<file path="src/rtl/core/b64d_pkg.sv">
// Package for the Base64 stream decoder: payload structs, status codes,
// alphabet lookup and skip-character test. No dependencies.
`default_nettype none

package b64d_pkg;

    localparam int CharW    = 8;
    localparam int SextW    = 6;
    localparam int NumSkip  = 4;
    localparam int CfgAddrW = 2;

    localparam logic [CharW-1:0] PadChar = 8'h3D;   // '='
    localparam logic [1:0]       LastPos = 2'd3;

    typedef enum logic [1:0] {
        ST_OK      = 2'd0,
        ST_PAD     = 2'd1,
        ST_INVALID = 2'd2,
        ST_END     = 2'd3
    } status_t;

    typedef enum logic [CfgAddrW-1:0] {
        REG_SKIP_A = 2'd0,
        REG_SKIP_B = 2'd1,
        REG_SKIP_C = 2'd2,
        REG_SKIP_D = 2'd3
    } cfg_reg_t;

    typedef struct packed {
        logic [CharW-1:0] in_char;
        logic             end_of_text;
    } in_item_t;

    typedef struct packed {
        logic [CharW-1:0] out_byte;
        status_t          status;
        logic             last_of_run;
    } out_item_t;

    typedef logic [NumSkip-1:0][CharW-1:0] skip_set_t;

    typedef struct packed {
        logic             is_sym;
        logic             is_pad;
        logic [SextW-1:0] value;
    } sym_t;

    // Group position and drop flag
    typedef struct packed {
        logic [1:0] pos;
        logic       err;
    } ctrl_t;

    // Held sextets of the current group; only the third can be padding
    typedef struct packed {
        logic [SextW-1:0] h0;
        logic [SextW-1:0] h1;
        logic [SextW-1:0] h2;
        logic             h2_pad;
    } held_t;

    // Results of one input item: count 0..3, bytes in data[0..count-1]
    typedef struct packed {
        logic [1:0]                  count;
        status_t                     status;
        logic [2:0][CharW-1:0]       data;
    } burst_t;

    function automatic sym_t sym_decode(input logic [CharW-1:0] c);
        sym_t s;
        s = '0;
        if (c inside {[8'h41:8'h5A]}) begin          // A..Z
            s.is_sym = 1'b1;
            s.value  = SextW'(c - 8'h41);
        end
        else if (c inside {[8'h61:8'h7A]}) begin     // a..z
            s.is_sym = 1'b1;
            s.value  = SextW'(c - 8'h47);
        end
        else if (c inside {[8'h30:8'h39]}) begin     // 0..9
            s.is_sym = 1'b1;
            s.value  = SextW'(c + 8'h04);
        end
        else if (c == 8'h2B) begin                   // +
            s.is_sym = 1'b1;
            s.value  = 6'd62;
        end
        else if (c == 8'h2F) begin                   // /
            s.is_sym = 1'b1;
            s.value  = 6'd63;
        end
        else if (c == PadChar) begin
            s.is_pad = 1'b1;
        end
        return s;
    endfunction

    function automatic logic is_skip(input logic [CharW-1:0] c, input skip_set_t skip);
        logic hit;
        hit = (c == '0);
        for (int i = 0; i < NumSkip; i++) begin
            hit = hit | (c == skip[i]);
        end
        return hit;
    endfunction

endpackage

`default_nettype wire

</file>
<file path="src/rtl/core/b64d_decode.sv">
// Per-character decode step: alphabet lookup, group tracking, error checks.
// Purely combinational; depends on b64d_pkg.
`default_nettype none

module b64d_decode (
    input  b64d_pkg::in_item_t  item,
    input  b64d_pkg::skip_set_t skip,
    input  b64d_pkg::ctrl_t     ctrl,
    input  b64d_pkg::held_t     held,
    output b64d_pkg::ctrl_t     ctrl_upd,
    output b64d_pkg::held_t     held_upd,
    output b64d_pkg::burst_t    burst
);
    import b64d_pkg::*;

    sym_t    sym;
    logic    fail;
    status_t fail_code;

    assign sym = sym_decode(item.in_char);

    always_comb
    begin
        ctrl_upd  = ctrl;
        held_upd  = held;
        burst     = '0;
        fail      = 1'b0;
        fail_code = ST_OK;

        if (ctrl.err) begin
            // dropping until end of string
            if (item.end_of_text) begin
                ctrl_upd.err = 1'b0;
                ctrl_upd.pos = '0;
            end
        end
        else if (!sym.is_sym && !sym.is_pad) begin
            if (!is_skip(item.in_char, skip)) begin
                fail      = 1'b1;
                fail_code = ST_INVALID;
            end
            else if (item.end_of_text) begin
                fail      = 1'b1;
                fail_code = ST_END;
            end
        end
        else if (sym.is_pad && ctrl.pos < 2'd2) begin
            fail      = 1'b1;
            fail_code = ST_PAD;
        end
        else if (ctrl.pos == LastPos && held.h2_pad && !sym.is_pad) begin
            fail      = 1'b1;
            fail_code = ST_PAD;
        end
        else if (ctrl.pos != LastPos) begin
            case (ctrl.pos)
                2'd0:    held_upd.h0 = sym.value;
                2'd1:    held_upd.h1 = sym.value;
                default:
                begin
                    held_upd.h2     = sym.value;
                    held_upd.h2_pad = sym.is_pad;
                end
            endcase
            ctrl_upd.pos = ctrl.pos + 2'd1;
            if (item.end_of_text) begin
                fail      = 1'b1;
                fail_code = ST_END;
            end
        end
        else begin
            // group complete
            burst.data[0] = {held.h0, held.h1[5:4]};
            burst.data[1] = {held.h1[3:0], held.h2[5:2]};
            burst.data[2] = {held.h2[1:0], sym.value};
            burst.count   = held.h2_pad ? 2'd1 : (sym.is_pad ? 2'd2 : 2'd3);
            ctrl_upd.pos  = '0;
        end

        if (fail) begin
            burst.count  = 2'd1;
            burst.status = fail_code;
            burst.data   = '0;
            if (item.end_of_text) begin
                ctrl_upd.err = 1'b0;
                ctrl_upd.pos = '0;
            end
            else begin
                ctrl_upd.err = 1'b1;
            end
        end
    end

endmodule

`default_nettype wire

</file>
<file path="src/rtl/core/b64d_burst.sv">
// Result register and serialiser: holds one item's results and hands them
// out one transfer at a time. Depends on b64d_pkg.
`default_nettype none

module b64d_burst (
    input  wire                 clk,
    input  wire                 rst_n,
    input  wire                 load,
    input  b64d_pkg::burst_t    burst,
    output logic                can_load,
    output logic                out_valid,
    input  wire                 out_ready,
    output b64d_pkg::out_item_t out_data
);
    import b64d_pkg::*;

    logic       valid_reg, valid_next;
    logic [1:0] idx_reg, idx_next;
    burst_t     burst_reg;
    logic       is_last;
    logic       done;

    assign is_last  = (idx_reg == burst_reg.count - 2'd1);
    assign done     = valid_reg && out_ready && is_last;
    assign can_load = !valid_reg || done;

    always_comb
    begin
        valid_next = valid_reg;
        idx_next   = idx_reg;
        if (load) begin
            valid_next = 1'b1;
            idx_next   = '0;
        end
        else if (done) begin
            valid_next = 1'b0;
        end
        else if (valid_reg && out_ready) begin
            idx_next = idx_reg + 2'd1;
        end
    end

    always_ff @(posedge clk or negedge rst_n)
    begin
        if (!rst_n) begin
            valid_reg <= 1'b0;
            idx_reg   <= '0;
        end
        else begin
            valid_reg <= valid_next;
            idx_reg   <= idx_next;
        end
    end

    always_ff @(posedge clk)
    begin
        if (load) begin
            burst_reg <= burst;
        end
    end

    always_comb
    begin
        case (idx_reg)
            2'd0:    out_data.out_byte = burst_reg.data[0];
            2'd1:    out_data.out_byte = burst_reg.data[1];
            default: out_data.out_byte = burst_reg.data[2];
        endcase
        out_data.status      = burst_reg.status;
        out_data.last_of_run = is_last;
    end

    assign out_valid = valid_reg;

endmodule

`default_nettype wire

</file>
<file path="src/rtl/core/base64_stream_decoder.sv">
// Base64 stream decoder (standard alphabet, '=' padding), one character per transfer.
// Path: an input item passes through the input register stage, then the result register.
// Throughput: one character per cycle while the result register is free; an item yielding
// n results (n <= 3) hands them out one at a time through the single result port.
// Reset: rst_n asynchronous, active low; clears group position, drop flag,
// skip registers and both handshake stages. Depends on b64d_pkg, b64d_decode, b64d_burst.
`default_nettype none

module base64_stream_decoder (
    input  wire                              clk,
    input  wire                              rst_n,
    // character input
    input  wire                              in_valid,
    output logic                             in_ready,
    input  b64d_pkg::in_item_t               in_data,
    // decoded results
    output logic                             out_valid,
    input  wire                              out_ready,
    output b64d_pkg::out_item_t              out_data,
    // skip-character registers
    input  wire                              cfg_we,
    input  wire [b64d_pkg::CfgAddrW-1:0]     cfg_addr,
    input  wire [b64d_pkg::CharW-1:0]        cfg_wdata
);
    import b64d_pkg::*;

    // Input register stage
    logic      in_valid_reg, in_valid_next;
    in_item_t  in_data_reg;

    // Decoder state: control part is reset, held sextets are not
    ctrl_t     ctrl_reg, ctrl_next, ctrl_upd;
    held_t     held_reg, held_next, held_upd;

    skip_set_t skip_reg, skip_next;

    burst_t    burst;
    logic      can_load;
    logic      advance;
    logic      load;

    // The held item moves on when it yields nothing, or when the result
    // register is free or drains this cycle.
    assign advance  = in_valid_reg && ((burst.count == 2'd0) || can_load);
    assign load     = advance && (burst.count != 2'd0);
    assign in_ready = !in_valid_reg || advance;

    always_comb
    begin
        if (in_valid && in_ready) begin
            in_valid_next = 1'b1;
        end
        else if (advance) begin
            in_valid_next = 1'b0;
        end
        else begin
            in_valid_next = in_valid_reg;
        end
    end

    assign ctrl_next = advance ? ctrl_upd : ctrl_reg;
    assign held_next = advance ? held_upd : held_reg;

    // Register writes; the user must make these happen only while the block is idle (not enforced)
    always_comb
    begin
        skip_next = skip_reg;
        if (cfg_we) begin
            case (cfg_reg_t'(cfg_addr))
                REG_SKIP_A: skip_next[0] = cfg_wdata;
                REG_SKIP_B: skip_next[1] = cfg_wdata;
                REG_SKIP_C: skip_next[2] = cfg_wdata;
                REG_SKIP_D: skip_next[3] = cfg_wdata;
                default:    skip_next    = skip_reg;
            endcase
        end
    end

    always_ff @(posedge clk or negedge rst_n)
    begin
        if (!rst_n) begin
            in_valid_reg <= 1'b0;
            ctrl_reg     <= '0;
            skip_reg     <= '0;
        end
        else begin
            in_valid_reg <= in_valid_next;
            ctrl_reg     <= ctrl_next;
            skip_reg     <= skip_next;
        end
    end

    // Payload and held sextets: no reset needed
    always_ff @(posedge clk)
    begin
        if (in_valid && in_ready) begin
            in_data_reg <= in_data;
        end
        held_reg <= held_next;
    end

    b64d_decode u_decode (
        .item     (in_data_reg),
        .skip     (skip_reg),
        .ctrl     (ctrl_reg),
        .held     (held_reg),
        .ctrl_upd (ctrl_upd),
        .held_upd (held_upd),
        .burst    (burst)
    );

    b64d_burst u_burst (
        .clk       (clk),
        .rst_n     (rst_n),
        .load      (load),
        .burst     (burst),
        .can_load  (can_load),
        .out_valid (out_valid),
        .out_ready (out_ready),
        .out_data  (out_data)
    );

endmodule

`default_nettype wire

</file>
<file path="config.mk">
export PLATFORM = sky130hd
export DESIGN_NAME = base64_stream_decoder
export DESIGN_NICKNAME = d
export VERILOG_FILES = /design/src/rtl/core/b64d_pkg.sv /design/src/rtl/core/b64d_decode.sv /design/src/rtl/core/b64d_burst.sv /design/src/rtl/core/base64_stream_decoder.sv
export SDC_FILE = /design/constraint.sdc
export NUM_CORES = 1
export LEC_CHECK = 0
export ABC_AREA = 0
export BUFFER_PORTS_ARGS = -buffer_cell sky130_fd_sc_hd__buf_2
export CAP_MARGIN = 0
export CORE_MARGIN = 1
export CORE_UTILIZATION = 35
export DETAILED_ROUTE_END_ITERATION = 6
export RECOVER_POWER = 100
export SYNTH_ARGS = -nofsm -noshare
export SYNTH_HDL_FRONTEND = slang
export SYNTH_SLANG_ARGS = --single-unit
</file>
<file path="constraint.sdc">
create_clock -name clk -period 3.8 [get_ports clk]
set_input_delay 0.57 -clock clk [delete_from_list [all_inputs] [get_ports clk]]
set_output_delay 0.57 -clock clk [all_outputs]
set_load 0.02 [all_outputs]
</file>
---- Word-level counts from Yosys, hierarchy flattened ----
Cells that the tools add are included.
Widths: inputs -> output; s select.
cells by class
  add/sub/neg operators ................... 6
  magnitude comparators ................... 7
  equal/unequal tests ..................... 16
  mux-type cells .......................... 61
  bitwise operators ....................... 10
  reduce and logical (&&, ||, !) cells .... 39
operators by type and width
  kind                 count
  $mux 24              5
  $mux 2               22
  $eq 8x8->1           4
  $mux 6               5
  $mux 28              1
  $mux 1               25
  $eq 8x6->1 const B   3
  $reduce_and 7->1     3
  $ge 8x7->1 const B   2
  $le 8x7->1 const B   2
  $pmux 8 s2           1
  $logic_and 1x1->1    12
  $reduce_and 2->1     5
  $ge 8x6->1 const B   1
  $le 8x6->1 const B   1
  $logic_not 2->1      4
  $logic_not 8->1      1
  $reduce_bool 2->1    4
  $add 6x3->6 const B  1
  $eq 2x1->1 const B   3
  $eq 2x2->1 const B   3
  $mux 3               2
  $not 1->1            6
  $reduce_or 6->1      1
  11 further kinds     22
word-level totals
  bits in registers ....................... 95
  input bits .............................. 24
  output and inout port bits .............. 13
  logic and storage cells ................. 159

---- Logic depth before layout (Yosys ltp) ----
  depth after elaboration ................. 21
  mapped depth ............................ 12
  depth with buffers taken out ............ 9

---- By module ----
From an unflattened synthesis, not the netlist that was laid out.
second synthesis, totals
  cell total of the unflattened synthesis .. 436
  area, all modules ....................... 5330.1 um^2
modules (own cells, without submodules)
  module                 times used  cells each  area an instance (um^2)  sequential area each (um^2)
  base64_stream_decoder  1           113         2232.1                   1741.7
  b64d_decode            1           243         1888.1                   0.0
  b64d_burst             1           80          1209.9                   915.9

---- Least setup slack after synthesis ----
OpenSTA, ideal clock, no wires.
  kind .................................... register -> register
  start ................................... register in_data_reg[3] (netlist bit)
  end ..................................... register u_burst.burst_reg[0] (netlist bit) (enable)
  setup time .............................. 0.423 ns
  arrival time ............................ 3.719 ns
  data required time ...................... 3.377 ns
  setup slack ............................. -0.341 ns
  stages on the path, launching flop included .. 13
  path buffers ............................ 3
  period minus slack after synthesis ...... 4.141 ns
  path through ............................ edfxtp_1 buf_4 inv_1 ha_1 a21o_1 nand2_1 o211ai_2 o211a_1 buf_2 nor3_1 or3_1 buf_2 a21oi_1
between the ends
  longest elaborated chain between the ends .. 19
  elaborated cells between the ends (all ways) .. 55
  classes of those cells .................. order compare: 6; eq/ne: 7; mux: 24; bitwise: 4; reduce/logical: 14
ends and longest elaborated chain
  what                      RTL line                     text
  start: declaration        base64_stream_decoder.sv:29  in_item_t in_data_reg;
  start signal: assignment  base64_stream_decoder.sv:97  in_data_reg <= in_data;
  $eq 8x6->1                b64d_pkg.sv:92               else if (c == PadChar) begin
  $mux 1                    b64d_pkg.sv:92
  $mux 1                    b64d_pkg.sv:88               else if (c == 8'h2F) begin
  $mux 1                    b64d_pkg.sv:84               else if (c == 8'h2B) begin
  $mux 1                    b64d_pkg.sv:80               else if (c inside {[8'h30:8'h39]}) begin
  $mux 1                    b64d_pkg.sv:76               else if (c inside {[8'h61:8'h7A]}) begin
  $mux 1                    b64d_pkg.sv:72               if (c inside {[8'h41:8'h5A]}) begin
  $mux 1                    b64d_decode.sv:76            burst.count = held.h2_pad ? 2'd1 : (sym.is_pad ? 2'd2 : 2'd3);
  (+4 left out)             n/a
  $mux 2                    b64d_decode.sv:37            else if (!sym.is_sym && !sym.is_pad) begin
  $mux 2                    b64d_decode.sv:30            if (ctrl.err) begin
  $mux 28 *                 b64d_decode.sv:80            if (fail) begin
  $logic_not 2->1           base64_stream_decoder.sv:44  assign advance = in_valid_reg && ((burst.count == 2'd0) || can_load);
  $logic_or 1x1->1          base64_stream_decoder.sv:44
  $logic_and 1x1->1         base64_stream_decoder.sv:44
  $logic_and 1x1->1 *       base64_stream_decoder.sv:45  assign load = advance && (burst.count != 2'd0);
  named net load            base64_stream_decoder.sv:40  logic load;
  end signal: assignment    b64d_burst.sv:58             burst_reg <= burst;
  end: declaration          b64d_burst.sv:19             burst_t burst_reg;
Mark *: on every way through the listed nets, which the timed path passes. The rest lies on a longest branch.
A chain may end at the register's enable or synchronous reset.

---- Worst setup path in the final report ----
  start ................................... register in_data_reg[3] (netlist bit)
  end ..................................... output in_ready
between the ends
  longest elaborated chain between the ends .. 19
  elaborated cells between the ends (all ways) .. 54
  classes of those cells .................. order compare: 6; eq/ne: 7; mux: 24; bitwise: 4; reduce/logical: 13
ends and longest elaborated chain
  what                 RTL line                     text
  $eq 8x6->1           b64d_pkg.sv:92
  $mux 1               b64d_pkg.sv:92
  $mux 1               b64d_pkg.sv:88
  $mux 1               b64d_pkg.sv:84
  $mux 1               b64d_pkg.sv:80
  $mux 1               b64d_pkg.sv:76
  $mux 1               b64d_pkg.sv:72
  $mux 1               b64d_decode.sv:76
  (+3 left out)        n/a
  $mux 2               b64d_decode.sv:47            else if (sym.is_pad && ctrl.pos < 2'd2) begin
  $mux 2               b64d_decode.sv:37
  $mux 2               b64d_decode.sv:30
  $mux 28 *            b64d_decode.sv:80
  $logic_not 2->1 *    base64_stream_decoder.sv:44
  $logic_or 1x1->1 *   base64_stream_decoder.sv:44
  $logic_and 1x1->1 *  base64_stream_decoder.sv:44
  $logic_or 1x1->1 *   base64_stream_decoder.sv:46  assign in_ready = !in_valid_reg || advance;
  end: declaration     base64_stream_decoder.sv:14  output logic in_ready,
Every way passes the cells marked *; elsewhere a longest branch is shown, timed or not.

==> results.txt <==
Outcome: finished, violations left
Failing checks: max-capacitance violations, max-slew violations
Post-DR wirelength/cell: 15.8 um
CP Data Required Time: 3230 ps
Async set-or-reset flop fraction in the synthesized netlist: 0.411
Synth area leaders: sky130_fd_sc_hd__edfxtp_1 34%, sky130_fd_sc_hd__dfrtp_1 20%, sky130_fd_sc_hd__mux2_2 7.3%, sky130_fd_sc_hd__xnor2_1 6.2%, sky130_fd_sc_hd__ha_1 3.6%
ANT nets after route: 0
Total count of hold-check failures in the final report: 0
Core area: 13500 um^2
Effective utilization at floorplan: 0.366
Layout area overhead: 13.2%
Power per Cell Area: 704 nW/um^2
Latest clock arrival within the worst-skew pair: 350 ps
# DRC: 0
Crit path launch type: flip-flop
Setup repair after global routing missed its margin: no
Fraction of layout instances using a drive strength above 1: 0.196
GRT Total Usage: 0.146
Fin. max-slew vios: 40
Critical Path AT: 3040 ps
Post-synthesis sequential element count: 95
Max Cap Violations: 1
Post-synth top flop: sky130_fd_sc_hd__edfxtp_1
Number of antenna diodes: 0
Part of the cycle the worst path needs: 0.950
Count of warnings emitted by yosys: 0
Area share of the largest cell type after synthesis: 0.342
Max Freq: 0.277 GHz
Part of the Yosys area used for sequential elements: 0.540
Net count of the mapped netlist: 449
Total of hold buffers inserted after clock tree synthesis: 0
Max reg flops: 32
Die Area: 14500 um^2
Final setup violation count: 0
Nets: 488
I/O Buffers: 36
Shortest clock period the worst path allows after layout: 3610 ps
Post-detailed-placement half-perimeter wirelength: 7070 um
H-Tree Depth: 3
Highest ir drop seen on vdd: 0.281 mV
Number of distinct library cells after synthesis: 60
Headroom to the max-slew limit: -0.432
Least-Margin Pin Slew: 2150 ps
Remaining global-route overflow: 0
Cell count after synthesis: 411
Worst min-delay path class: input pin to flip-flop
Maximum clock skew at final layout: 12.7 ps
Number of antenna violations at the first check in global routing: 0
Synthesized area per cell: 12.0 um^2
Die Y-Extent: 121 um
Number of vias per cell after detailed routing: 5.08
Final core occ: 0.414
Site Rows: 42
Number of DRC markers after the initial detailed-route iteration: 367
Number of buffers inserted during clock tree synthesis: 9
Setup tns final: 0 ps
Total routed wirelength: 9990 um
CTS tree: done
Root buffer cell: sky130_fd_sc_hd__clkbuf_16
TritonCTS sink count: 95
Routability-driven placement congestion ratio: 0.876
Critical setup path kind: flip-flop to output pin
DR pass1 iterations: 5
Vias in the first global route: 3086
Number of enable flip-flop cells after synthesis: 56
Biggest area consumer among synthesized cells: sky130_fd_sc_hd__edfxtp_1
Static leakage: 2.12 nW
Maximum count of clock buffers along a single path: 2
Worst setup EP type: output pin
Netlist area before placement: 4920 um^2
Largest fanout on the critical path: 9
Top-level I/O count: 37
Register clock-pin slew on the reported worst setup and hold paths: 70 ps
Routed via count: 3206
Largest net degree at the start of global routing: 40
Global-route wire length before repair: 16200 um
Die X-Extent: 121 um
-- path summary, 6_finish.rpt --
kind / end / cells past startpoint / slack, ps / from
max: in_ready / 10 / 190 / in_data_reg[3]
min: in_data_reg[5] / 1 / 390 / in_data[5]
max reg2reg: u_burst.burst_reg[10] / 10 / 430 / in_data_reg[3]
min reg2reg: u_burst.burst_reg[8] / 1 / 520 / held_reg[3]
max in group asynchronous: skip_reg[28] / 1 / 1720 / rst_n
min in group asynchronous: ctrl_reg[1] / 1 / 850 / rst_n
-- logic make-up (layout without fill, tap and decap cells) --
| logic type | count (synthesis) | after routing | share of synthesized area |
|---|---|---|---|
| simple gates | 133 | 133 | 0.148 |
| flops | 95 | 95 | 0.540 |
| compound gates | 64 | 64 | 0.0939 |
| xor+xnor | 37 | 37 | 0.0659 |
| mux | 34 | 34 | 0.0774 |
| buf+inv | 34 | 78 | 0.0389 |
| fa+ha+maj | 14 | 14 | 0.0356 |
-- cells in the final DEF, fill, tap and decap left out, types with 4 or more instances in the layout --
cell,Yosys,layout
sky130_fd_sc_hd__nand2_1,32,32
sky130_fd_sc_hd__o22ai_1,5,5
sky130_fd_sc_hd__and2_1,24,12
sky130_fd_sc_hd__inv_1,14,14
sky130_fd_sc_hd__buf_2,3,20
sky130_fd_sc_hd__edfxtp_1,56,56
sky130_fd_sc_hd__nor3_1,5,5
sky130_fd_sc_hd__nand3_1,10,9
sky130_fd_sc_hd__a21oi_1,10,9
sky130_fd_sc_hd__nor2b_1,4,4
sky130_fd_sc_hd__ha_1,14,13
sky130_fd_sc_hd__clkbuf_1,5,21
sky130_fd_sc_hd__nor2_1,25,25
sky130_fd_sc_hd__o21ai_0,11,11
sky130_fd_sc_hd__buf_4,8,5
sky130_fd_sc_hd__mux2_2,32,32
sky130_fd_sc_hd__nand4_1,10,11
sky130_fd_sc_hd__and2_0,0,12
sky130_fd_sc_hd__xnor2_1,35,35
sky130_fd_sc_hd__dfrtp_1,39,39
sky130_fd_sc_hd__a22oi_1,8,8
sky130_fd_sc_hd__clkbuf_16,0,9
-- synth_stat cells (2+ instances only) --
cell / count
sky130_fd_sc_hd__o21bai_1: 2
sky130_fd_sc_hd__a32o_1: 2
sky130_fd_sc_hd__and2_1: 24
sky130_fd_sc_hd__mux2i_1: 2
sky130_fd_sc_hd__nand2b_1: 3
sky130_fd_sc_hd__nor3_1: 5
sky130_fd_sc_hd__o21ai_0: 11
sky130_fd_sc_hd__xnor2_1: 35
sky130_fd_sc_hd__a21oi_1: 10
sky130_fd_sc_hd__a22oi_1: 8
sky130_fd_sc_hd__buf_6: 4
sky130_fd_sc_hd__o211ai_1: 2
sky130_fd_sc_hd__a221oi_1: 2
sky130_fd_sc_hd__mux2_2: 32
sky130_fd_sc_hd__nand3b_1: 3
sky130_fd_sc_hd__nor3b_1: 2
sky130_fd_sc_hd__xor2_1: 2
sky130_fd_sc_hd__o22ai_1: 5
sky130_fd_sc_hd__buf_2: 3
sky130_fd_sc_hd__inv_1: 14
sky130_fd_sc_hd__and3_2: 2
sky130_fd_sc_hd__o21a_1: 2
sky130_fd_sc_hd__nand2_1: 32
sky130_fd_sc_hd__nor4b_1: 2
sky130_fd_sc_hd__edfxtp_1: 56
sky130_fd_sc_hd__nor2b_1: 4
sky130_fd_sc_hd__nand3_1: 10
sky130_fd_sc_hd__buf_4: 8
sky130_fd_sc_hd__a31oi_1: 3
sky130_fd_sc_hd__a21o_1: 2
sky130_fd_sc_hd__clkbuf_1: 5
sky130_fd_sc_hd__dfrtp_1: 39
sky130_fd_sc_hd__o31ai_1: 2
sky130_fd_sc_hd__nand4_1: 10
sky130_fd_sc_hd__ha_1: 14
sky130_fd_sc_hd__nor2_1: 25
-- critical path: stages, from the launching register on --
cell and delay, ps:
sky130_fd_sc_hd__edfxtp_1 390, sky130_fd_sc_hd__inv_1 220, sky130_fd_sc_hd__ha_2 310, sky130_fd_sc_hd__a21o_1 170, sky130_fd_sc_hd__nand2_1 70, sky130_fd_sc_hd__o211ai_2 320, sky130_fd_sc_hd__o211a_4 270, sky130_fd_sc_hd__nor3_1 70
sky130_fd_sc_hd__or3_1 480, sky130_fd_sc_hd__or2_1 250, sky130_fd_sc_hd__clkbuf_2 150
-- layer usage --
| metal | vias to the layer above | GRT usage | part of all wire |
|---|---|---|---|
| met5 | - | 0 | 0 |
| met4 | 0 | 0.0586 | 0.014 |
| met3 | 11 | 0.0274 | 0.038 |
| met2 | 87 | 0.229 | 0.47 |
| met1 | 1547 | 0.199 | 0.48 |
| li1 | 1561 | - | - |
-- power breakdown --
group | switching [mW] | internal (mW) | total [mW] | leakage [nW]
logic | 0.829 | 0.526 | 1.36 | 0.973
registers | 0.175 | 1.38 | 1.55 | 0.986
clock network | 0.416 | 0.593 | 1.01 | 0.162
-- stage by stage --
stage | instance area, um^2 | hold WS, ps | total power [mW] | instances | setup WS [ps]
3_3_place_gp | 5270 | 501 | 2.95 | 614 | 456
5_1_grt | 5570 | 383 | 4.15 | 631 | 25.0
6_report | 5570 | 391 | 3.92 | 631 | 191
4_1_cts | 5600 | 373 | 3.98 | 630 | 4.70
3_5_place_dp | 5270 | 505 | 2.96 | 614 | 413
2_1_floorplan | 4920 | 274 | 2.59 | 411 | 291
-- final cells by class --
| cell class | count | area (um^2) |
|---|---|---|
| clock buffer | 9 | 225 |
| clock inverter | 7 | 110 |
| fill | 1315 | 7890 |
| inverter | 14 | 52.6 |
| multi-input combinational | 282 | 2070 |
| sequential | 95 | 2660 |
| tap | 176 | 220 |
| timing repair buffer | 48 | 226 |
-- timing repair --
action / 4_1_cts / 5_1_grt
setup buffers: 0 / 1
setup endpoints to repair: 0 / 1
gates resized for setup: 0 / 5
(Power assumes the default switching activity.)
